[src/sv/dpfd_pkg.sv]
// shared types, constants and register codes for the pulse frame decoder
`default_nettype none

package dpfd_pkg;

  localparam int TIME_WIDTH   = 16;
  localparam int CaptureW     = 16;
  localparam int TimeW        = (TIME_WIDTH < CaptureW) ? TIME_WIDTH : CaptureW;
  localparam int ThrW         = 16;
  localparam int LimW         = 8;
  localparam int FrameBits    = 40;
  localparam int CountW       = $clog2(FrameBits + 2);
  localparam int ByteW        = 8;
  localparam int AlarmW       = 3;
  localparam int ApbAddrW     = 5;
  localparam int ApbDataW     = 32;
  localparam int OutDataW     = 48;

  localparam logic [ThrW-1:0] ThrReset    = 16'd100;
  localparam logic [LimW-1:0] TempLoReset = 8'd16;
  localparam logic [LimW-1:0] TempHiReset = 8'd30;
  localparam logic [LimW-1:0] HumLoReset  = 8'd30;
  localparam logic [LimW-1:0] HumHiReset  = 8'd50;

  typedef enum logic [2:0] {
    RegThr    = 3'd0,
    RegTempLo = 3'd1,
    RegTempHi = 3'd2,
    RegHumLo  = 3'd3,
    RegHumHi  = 3'd4
  } cfg_reg_e;

  typedef enum logic [AlarmW-1:0] {
    AlarmNone    = 3'd0,
    AlarmCold    = 3'd1,
    AlarmHot     = 3'd2,
    AlarmHumLow  = 3'd3,
    AlarmHumHigh = 3'd4
  } alarm_e;

  typedef struct packed {
    logic [ThrW-1:0] thr;
    logic [LimW-1:0] temp_lo;
    logic [LimW-1:0] temp_hi;
    logic [LimW-1:0] hum_lo;
    logic [LimW-1:0] hum_hi;
  } cfg_t;

  typedef struct packed {
    logic                 valid;
    logic [FrameBits-1:0] bits;
  } frame_t;

  typedef struct packed {
    logic [AlarmW-1:0] alarm_code;
    logic              data_ok;
    logic [ByteW-1:0]  checksum_rx;
    logic [ByteW-1:0]  temp_dec;
    logic [ByteW-1:0]  temp_int;
    logic [ByteW-1:0]  hum_dec;
    logic [ByteW-1:0]  hum_int;
  } res_t;

endpackage

`default_nettype wire

[src/sv/dpfd_cfg.sv]
// apb configuration registers
`default_nettype none

module dpfd_cfg (
  input  wire logic                          clk_i,
  input  wire logic                          rst_ni,
  input  wire logic                          psel,
  input  wire logic                          penable,
  input  wire logic                          pwrite,
  input  wire logic [dpfd_pkg::ApbAddrW-1:0] paddr,
  input  wire logic [dpfd_pkg::ApbDataW-1:0] pwdata,
  output logic      [dpfd_pkg::ApbDataW-1:0] prdata,
  output logic                               pready,
  output dpfd_pkg::cfg_t                     cfg_o
);

  dpfd_pkg::cfg_t cfg_q, cfg_d;
  logic           wr_en;
  logic [2:0]     reg_idx;

  assign pready  = 1'b1;
  assign wr_en   = psel & penable & pwrite & pready;
  assign reg_idx = paddr[4:2];
  assign cfg_o   = cfg_q;

  always_comb begin
    cfg_d = cfg_q;
    if (wr_en) begin
      unique case (reg_idx)
        dpfd_pkg::RegThr:    cfg_d.thr     = pwdata[dpfd_pkg::ThrW-1:0];
        dpfd_pkg::RegTempLo: cfg_d.temp_lo = pwdata[dpfd_pkg::LimW-1:0];
        dpfd_pkg::RegTempHi: cfg_d.temp_hi = pwdata[dpfd_pkg::LimW-1:0];
        dpfd_pkg::RegHumLo:  cfg_d.hum_lo  = pwdata[dpfd_pkg::LimW-1:0];
        dpfd_pkg::RegHumHi:  cfg_d.hum_hi  = pwdata[dpfd_pkg::LimW-1:0];
        default:             cfg_d = cfg_q;
      endcase
    end
  end

  always_comb begin
    unique case (reg_idx)
      dpfd_pkg::RegThr:    prdata = dpfd_pkg::ApbDataW'(cfg_q.thr);
      dpfd_pkg::RegTempLo: prdata = dpfd_pkg::ApbDataW'(cfg_q.temp_lo);
      dpfd_pkg::RegTempHi: prdata = dpfd_pkg::ApbDataW'(cfg_q.temp_hi);
      dpfd_pkg::RegHumLo:  prdata = dpfd_pkg::ApbDataW'(cfg_q.hum_lo);
      dpfd_pkg::RegHumHi:  prdata = dpfd_pkg::ApbDataW'(cfg_q.hum_hi);
      default:             prdata = '0;
    endcase
  end

  always_ff @(posedge clk_i or negedge rst_ni) begin
    if (!rst_ni) begin
      cfg_q.thr     <= dpfd_pkg::ThrReset;
      cfg_q.temp_lo <= dpfd_pkg::TempLoReset;
      cfg_q.temp_hi <= dpfd_pkg::TempHiReset;
      cfg_q.hum_lo  <= dpfd_pkg::HumLoReset;
      cfg_q.hum_hi  <= dpfd_pkg::HumHiReset;
    end else begin
      cfg_q <= cfg_d;
    end
  end

endmodule

`default_nettype wire

[src/sv/dpfd_edge.sv]
// edge period measurement, bit shift register and frame counter
`default_nettype none

module dpfd_edge (
  input  wire logic                          clk_i,
  input  wire logic                          rst_ni,
  input  wire logic                          accept_i,
  input  wire logic [dpfd_pkg::CaptureW-1:0] capture_time_i,
  input  wire logic                          frame_start_i,
  input  wire logic [dpfd_pkg::ThrW-1:0]     thr_i,
  output dpfd_pkg::frame_t                   frame_o
);

  logic [dpfd_pkg::TimeW-1:0]     prev_q, prev_d, now;
  logic [dpfd_pkg::CountW-1:0]    count_q, count_d;
  logic [dpfd_pkg::FrameBits-1:0] bits_q, bits_d, bits_next;
  logic [dpfd_pkg::FrameBits-1:0] frame_bits_q, frame_bits_d;
  logic                           frame_vld_q, frame_vld_d;
  logic [dpfd_pkg::TimeW-1:0]     period;
  logic [dpfd_pkg::ThrW-1:0]      period_ext;
  logic                           bit_val;
  logic                           ref_edge;

  assign now        = capture_time_i[dpfd_pkg::TimeW-1:0];
  assign period     = now - prev_q;
  assign period_ext = dpfd_pkg::ThrW'(period);
  assign bit_val    = (period_ext >= thr_i);
  assign bits_next  = {bits_q[dpfd_pkg::FrameBits-2:0], bit_val};
  assign ref_edge   = frame_start_i | (count_q == '0);

  always_comb begin
    prev_d       = prev_q;
    count_d      = count_q;
    bits_d       = bits_q;
    frame_bits_d = frame_bits_q;
    frame_vld_d  = 1'b0;
    if (accept_i) begin
      prev_d = now;
      if (ref_edge) begin
        count_d = dpfd_pkg::CountW'(1);
        bits_d  = '0;
      end else if (count_q == dpfd_pkg::CountW'(dpfd_pkg::FrameBits)) begin
        // last bit of the frame
        count_d      = '0;
        bits_d       = bits_next;
        frame_bits_d = bits_next;
        frame_vld_d  = 1'b1;
      end else begin
        count_d = count_q + dpfd_pkg::CountW'(1);
        bits_d  = bits_next;
      end
    end
  end

  always_ff @(posedge clk_i or negedge rst_ni) begin
    if (!rst_ni) begin
      prev_q      <= '0;
      count_q     <= '0;
      bits_q      <= '0;
      frame_vld_q <= 1'b0;
    end else begin
      prev_q      <= prev_d;
      count_q     <= count_d;
      bits_q      <= bits_d;
      frame_vld_q <= frame_vld_d;
    end
  end

  always_ff @(posedge clk_i) begin
    frame_bits_q <= frame_bits_d;
  end

  assign frame_o.valid = frame_vld_q;
  assign frame_o.bits  = frame_bits_q;

endmodule

`default_nettype wire

[src/sv/dpfd_out.sv]
// checksum and alarm evaluation with output register and skid stage
`default_nettype none

module dpfd_out (
  input  wire logic             clk_i,
  input  wire logic             rst_ni,
  input  wire dpfd_pkg::frame_t frame_i,
  input  wire dpfd_pkg::cfg_t   cfg_i,
  input  wire logic             ready_i,
  output logic                  valid_o,
  output logic                  full_o,
  output dpfd_pkg::res_t        res_o
);

  dpfd_pkg::res_t             res_new;
  dpfd_pkg::res_t             main_q, main_d, skid_q, skid_d;
  logic                       main_vld_q, main_vld_d, skid_vld_q, skid_vld_d;
  logic [dpfd_pkg::ByteW-1:0] sum;
  logic                       push, pop;

  always_comb begin
    res_new.hum_int     = frame_i.bits[39:32];
    res_new.hum_dec     = frame_i.bits[31:24];
    res_new.temp_int    = frame_i.bits[23:16];
    res_new.temp_dec    = frame_i.bits[15:8];
    res_new.checksum_rx = frame_i.bits[7:0];
    sum = res_new.hum_int + res_new.hum_dec + res_new.temp_int + res_new.temp_dec;
    res_new.data_ok = (sum == res_new.checksum_rx);
    if (res_new.temp_int < cfg_i.temp_lo) begin
      res_new.alarm_code = dpfd_pkg::AlarmCold;
    end else if (res_new.temp_int > cfg_i.temp_hi) begin
      res_new.alarm_code = dpfd_pkg::AlarmHot;
    end else if (res_new.hum_int < cfg_i.hum_lo) begin
      res_new.alarm_code = dpfd_pkg::AlarmHumLow;
    end else if (res_new.hum_int > cfg_i.hum_hi) begin
      res_new.alarm_code = dpfd_pkg::AlarmHumHigh;
    end else begin
      res_new.alarm_code = dpfd_pkg::AlarmNone;
    end
  end

  assign push = frame_i.valid;
  assign pop  = main_vld_q & ready_i;

  always_comb begin
    main_d     = main_q;
    skid_d     = skid_q;
    main_vld_d = main_vld_q;
    skid_vld_d = skid_vld_q;
    if (!main_vld_q || pop) begin
      if (skid_vld_q) begin
        main_d     = skid_q;
        main_vld_d = 1'b1;
        skid_d     = res_new;
        skid_vld_d = push;
      end else begin
        main_d     = res_new;
        main_vld_d = push;
      end
    end else if (push) begin
      skid_d     = res_new;
      skid_vld_d = 1'b1;
    end
  end

  always_ff @(posedge clk_i or negedge rst_ni) begin
    if (!rst_ni) begin
      main_vld_q <= 1'b0;
      skid_vld_q <= 1'b0;
    end else begin
      main_vld_q <= main_vld_d;
      skid_vld_q <= skid_vld_d;
    end
  end

  always_ff @(posedge clk_i) begin
    main_q <= main_d;
    skid_q <= skid_d;
  end

  assign valid_o = main_vld_q;
  assign full_o  = skid_vld_q;
  assign res_o   = main_q;

endmodule

`default_nettype wire

[src/sv/dht_pulse_frame_decoder.sv]
// top level of the single-wire humidity and temperature frame decoder
//
// One captured timer value per sensor line edge enters per clock cycle while
// s_axis_tready is high. The first edge of a frame is a reference edge; each
// of the next FrameBits edges gives one bit, set when the wrapped period to
// the previous edge reaches the threshold register. After the last bit edge,
// the result passes the registered edge counter and shift register, then the
// checksum and alarm stage, to the master side. Output register and skid
// stage hold two results, so s_axis_tready falls only while two results wait
// to be taken. Reset clears valid flags and counters, presets config regs.
`default_nettype none

module dht_pulse_frame_decoder (
  input  wire logic                          clk_i,
  input  wire logic                          rst_ni,
  // capture_time [15:0]
  input  wire logic [dpfd_pkg::CaptureW-1:0] s_axis_tdata,
  // frame_start [0]
  input  wire logic                          s_axis_tuser,
  input  wire logic                          s_axis_tvalid,
  output logic                               s_axis_tready,
  // hum_int [7:0], hum_dec [15:8], temp_int [23:16], temp_dec [31:24],
  // checksum_rx [39:32], alarm_code [42:40], zero [47:43]
  output logic [dpfd_pkg::OutDataW-1:0]      m_axis_tdata,
  // data_ok [0]
  output logic                               m_axis_tuser,
  output logic                               m_axis_tvalid,
  input  wire logic                          m_axis_tready,
  input  wire logic                          psel,
  input  wire logic                          penable,
  input  wire logic                          pwrite,
  input  wire logic [dpfd_pkg::ApbAddrW-1:0] paddr,
  input  wire logic [dpfd_pkg::ApbDataW-1:0] pwdata,
  output logic      [dpfd_pkg::ApbDataW-1:0] prdata,
  output logic                               pready
);

  dpfd_pkg::cfg_t   cfg;
  dpfd_pkg::frame_t frame;
  dpfd_pkg::res_t   res;
  logic             out_full;
  logic             accept;

  assign s_axis_tready = ~out_full;
  assign accept        = s_axis_tvalid & s_axis_tready;

  dpfd_cfg u_cfg (
    .clk_i   (clk_i),
    .rst_ni  (rst_ni),
    .psel    (psel),
    .penable (penable),
    .pwrite  (pwrite),
    .paddr   (paddr),
    .pwdata  (pwdata),
    .prdata  (prdata),
    .pready  (pready),
    .cfg_o   (cfg)
  );

  dpfd_edge u_edge (
    .clk_i          (clk_i),
    .rst_ni         (rst_ni),
    .accept_i       (accept),
    .capture_time_i (s_axis_tdata),
    .frame_start_i  (s_axis_tuser),
    .thr_i          (cfg.thr),
    .frame_o        (frame)
  );

  dpfd_out u_out (
    .clk_i   (clk_i),
    .rst_ni  (rst_ni),
    .frame_i (frame),
    .cfg_i   (cfg),
    .ready_i (m_axis_tready),
    .valid_o (m_axis_tvalid),
    .full_o  (out_full),
    .res_o   (res)
  );

  assign m_axis_tdata = {5'b0, res.alarm_code, res.checksum_rx, res.temp_dec,
                         res.temp_int, res.hum_dec, res.hum_int};
  assign m_axis_tuser = res.data_ok;

endmodule

`default_nettype wire

[config.mk]
export PLATFORM = sky130hd
export DESIGN_NAME = dht_pulse_frame_decoder
export DESIGN_NICKNAME = d
export VERILOG_FILES = /design/src/sv/dpfd_pkg.sv /design/src/sv/dpfd_cfg.sv /design/src/sv/dpfd_edge.sv /design/src/sv/dpfd_out.sv /design/src/sv/dht_pulse_frame_decoder.sv
export SDC_FILE = /design/constraint.sdc
export NUM_CORES = 1
export LEC_CHECK = 0
export BUFFER_PORTS_ARGS = -buffer_cell sky130_fd_sc_hd__buf_2
export CAP_MARGIN = 20
export CORE_UTILIZATION = 40
export CTS_CLUSTER_SIZE = 28
export DETAILED_ROUTE_END_ITERATION = 10
export PLACE_DENSITY = 0.63
export SYNTH_ARGS = -nofsm -noshare
export SYNTH_HDL_FRONTEND = slang
export SYNTH_HIERARCHICAL = 1
export SYNTH_SLANG_ARGS = --single-unit
[constraint.sdc]
create_clock -name clk_i -period 5.6 [get_ports clk_i]
set_clock_uncertainty 0.05 [all_clocks]
set_input_delay 0.56 -clock clk_i [delete_from_list [all_inputs] [get_ports clk_i]]
set_output_delay 0.56 -clock clk_i [all_outputs]
set_load 0.03 [all_outputs]
==> out/results.ini <==
[outcome]
outcome=finished, final reports clean

[power_and_ir_drop]
p_leak_uw=0.00573
peakVddDrop_mv=0.201
power_frac_clock_pct=40.1
p_switching_uw=1150
p_int_uw=3350
comb_power_share_pct=14.6
swShare_pct=25.5
power_uw=4500
p_seq_share_pct=45.3
powerDensity_nw_per_um2=329

[final_layout]
drive_above_1_share_pct=26.7
multiInputGateArea_um2=4680
nNetsFinal=1171
syn2layout_area_growth_pct=15.2
antenna_cells=0
finish.utilization_pct=47.2
seqCellArea_um2=6670
nFillCells=2599

[logic_synthesis]
synth-async-reset-ratio_pct=46.7
ys_seq_area_share_pct=56.2
yosys_most_used_dff=edfxtp_1
yosysWarnings=6
synth_cells=915
synth.distinct_cells=66
syn_area_per_cell_um2=13.0
ys_ff_latch=240
synth_edf_count=128
syn_area_um2=11900

[job]
maxCapViolations=0

[clocking]
numCtsBuffers=26
cts.sinks=240
cts_setup_buffers=0
cts_tree=yes
clockBufferDepth=3
clkSlewWorstSetupHoldPaths_ns=0.06
cts_resized=0
cts_root_buf=clkbuf_16
insertion_delay_ns=0.53
h-tree-depth=1
cts_hold_buf=0

[timing]
setup_viol=0
tightestPinTransition_ns=0.991
finalMaxSlewViolations=0
period_needed_ns=3.74
period_share_pct=66.9
fmax_ghz=0.267
hold_viol=0
finalSetupTns_ns=0
slew_headroom_pct=33.8
rsz0062_at_grt=false

[global_routing]
grt_use_met2_pct=25.3
busiest_layer=met2
use_met3_pct=2.78
use_met1_pct=22.7
grt_pass1_vias=7056
grt.total_usage_pct=15.9
globalRouteOverflowTotal=0
antenna_found_initial=0
grt_max_degree=68
grt_pass1_wl_um=38300

[route]
drt_wl_total_um=23800
drt-wirelength-per-cell_um=16.7
vias=7136
post_drt_via_cell_ratio=4.99
drt-initial-drc-count=396
drt_pass1_iterations=4
postRouteAntennaNets=0
drc=0

[worst_setup_path]
worstSetupStartpoint=u_edge/frame_bits_q[17]
path_cells=fa_1, inv_1, fa_1, inv_1, ha_1, fa_1, a21o_1, a21oi_1, o21ai_1, xnor2_1, nor3_2, mux2_2
crit_slowest_cell=fa_1
cp-start-kind=flip-flop
timing.rr.end=u_out/res_o[40]
cp_data_required_time_ns=5.82
slowest_delay_ns=0.55
critPathMaxFanout=5
reg2reg_slack_ns=1.86
r2r_start=u_edge/frame_bits_q[17]
path_class=reg2reg
path_depth=12
critPathCaptureType=flip-flop
path_delay_family=adder cells
cp.arrival_ns=3.97
crit_path_frequent_cell=fa_1
reg2reg_depth=12
critical_path_buf_inv_count=2
endpoint=u_out/res_o[40]

[floorplan]
coreArea_um2=28900
die_h_um=174
die_w_um=174
start_util_pct=41.0
row_count=62
pin_count=145
dieArea_um2=30400

[placed_design]
port_buffers=104
hpwl_um=16800
gp_congestion=0.834

[min_path]
hp-class=in2async

[power by group through the flow]
stage | Combinational, uW | Clock, uW | Sequential [uW]
after floorplan | 494 | 0 | 2060
after global placement | 640 | 0 | 2070
after detailed placement | 657 | 0 | 2070
after CTS | 661 | 1850 | 2040
after global routing | 744 | 1920 | 2050
final | 656 | 1800 | 2040
[cells by family (layout without fill, tap and decap cells)]
kind of cell    Yosys count  count (layout)  share of synthesized area, %
mux                     103             103                          9.67
buf+inv                 136             247                          5.20
fa+ha+maj                86              86                          9.99
compound gates          171             171                          9.98
simple gates            147             147                          6.78
xor+xnor                 29              29                          2.14
flops                   240             240                          56.2
other cells               3              22                        0.0949
[per-stage QoR]
| step | hold WS, ns | worst slack, ns | cells | instance area (um^2) |
|---|---|---|---|---|
| detailed placement | 0.385 | 1.85 | 1380 | 12700 |
| global placement | 0.382 | 1.94 | 1379 | 12700 |
| finish | 0.0843 | 1.86 | 1429 | 13700 |
| floorplan | 0.214 | 1.61 | 934 | 11900 |
| global route | 0.143 | 1.67 | 1429 | 13700 |
| CTS | 0.106 | 1.83 | 1428 | 13700 |
[flip-flops by register name, summed over array words and instances, names as in the netlist]
signal / count
u_cfg/cfg_o: 48
u_out/res_o: 44
u_out/skid_q: 44
u_edge/frame_bits_q: 40
u_edge/bits_q: 39
u_edge/prev_q: 16
u_edge/count_q: 6
u_edge/frame_vld_q: 1
u_out/full_o: 1
u_out/valid_o: 1
[how the worst min path moves through the flow]
stage | startpoint | to | slack (ns)
after detailed placement | u_edge/frame_bits_q[30] | u_out/skid_q[14] | 0.38
after floorplan | rst_ni | u_cfg/cfg_o[0] | 0.21
after global routing | rst_ni | u_cfg/cfg_o[45] | 0.14
final | rst_ni | u_edge/prev_q[6] | 0.08
after CTS | rst_ni | u_edge/prev_q[13] | 0.11
after global placement | u_edge/frame_bits_q[14] | u_out/skid_q[30] | 0.38
[cells in the mapped netlist, types with 7 or more instances]
master | number | area, um^2
inv_1 | 86 | 323
xor2_1 | 9 | 78.8
fa_1 | 15 | 300
a21oi_1 | 34 | 170
o21ai_0 | 41 | 205
edfxtp_1 | 128 | 3840
o211ai_1 | 7 | 52.6
ha_1 | 70 | 876
nand4_1 | 11 | 68.8
mux2_2 | 92 | 1040
xnor2_1 | 20 | 175
nor2b_1 | 8 | 50.1
mux2i_1 | 10 | 100
dfrtp_1 | 97 | 2430
nand2b_1 | 7 | 43.8
and2_1 | 8 | 50.1
nand2_1 | 50 | 188
o21a_1 | 7 | 52.6
nor2_1 | 27 | 101
a22o_1 | 39 | 342
dfstp_2 | 15 | 394
nand3_1 | 8 | 40.0
clkbuf_1 | 16 | 60.1
buf_4 | 25 | 188
[cells in the final DEF (no fill, tap or decap), drive strengths merged, types with 11 or more instances in the layout]
master | Yosys | final
a21oi | 34 | 34
a22o | 39 | 39
buf | 33 | 111
clkbuf | 16 | 37
conb | 3 | 22
dfrtp | 97 | 97
dfstp | 15 | 15
edfxtp | 128 | 128
fa | 15 | 15
ha | 70 | 70
inv | 86 | 86
mux2 | 93 | 93
nand2 | 50 | 50
nand4 | 11 | 11
nor2 | 28 | 28
o21ai | 42 | 42
xnor2 | 20 | 20
[metal layers]
layer | share of wire, % | up-vias
met1 | 48 | 3475
met2 | 46 | 140
met5 | 0 | -
met3 | 4.5 | 30
met4 | 1.4 | 0
li1 | - | 3491
[final cells by class]
cell class / instances / share of cell area (%)
clock buffers: 36 / 5.41
clock inverters: 12 / 1.31
inverters: 87 / 2.39
multi-input cells: 558 / 34.3
flip-flops and latches: 240 / 48.8
well taps: 384 / 3.51
repair buffers: 112 / 4.36
No activity file was read; power rests on OpenSTA's default activity.
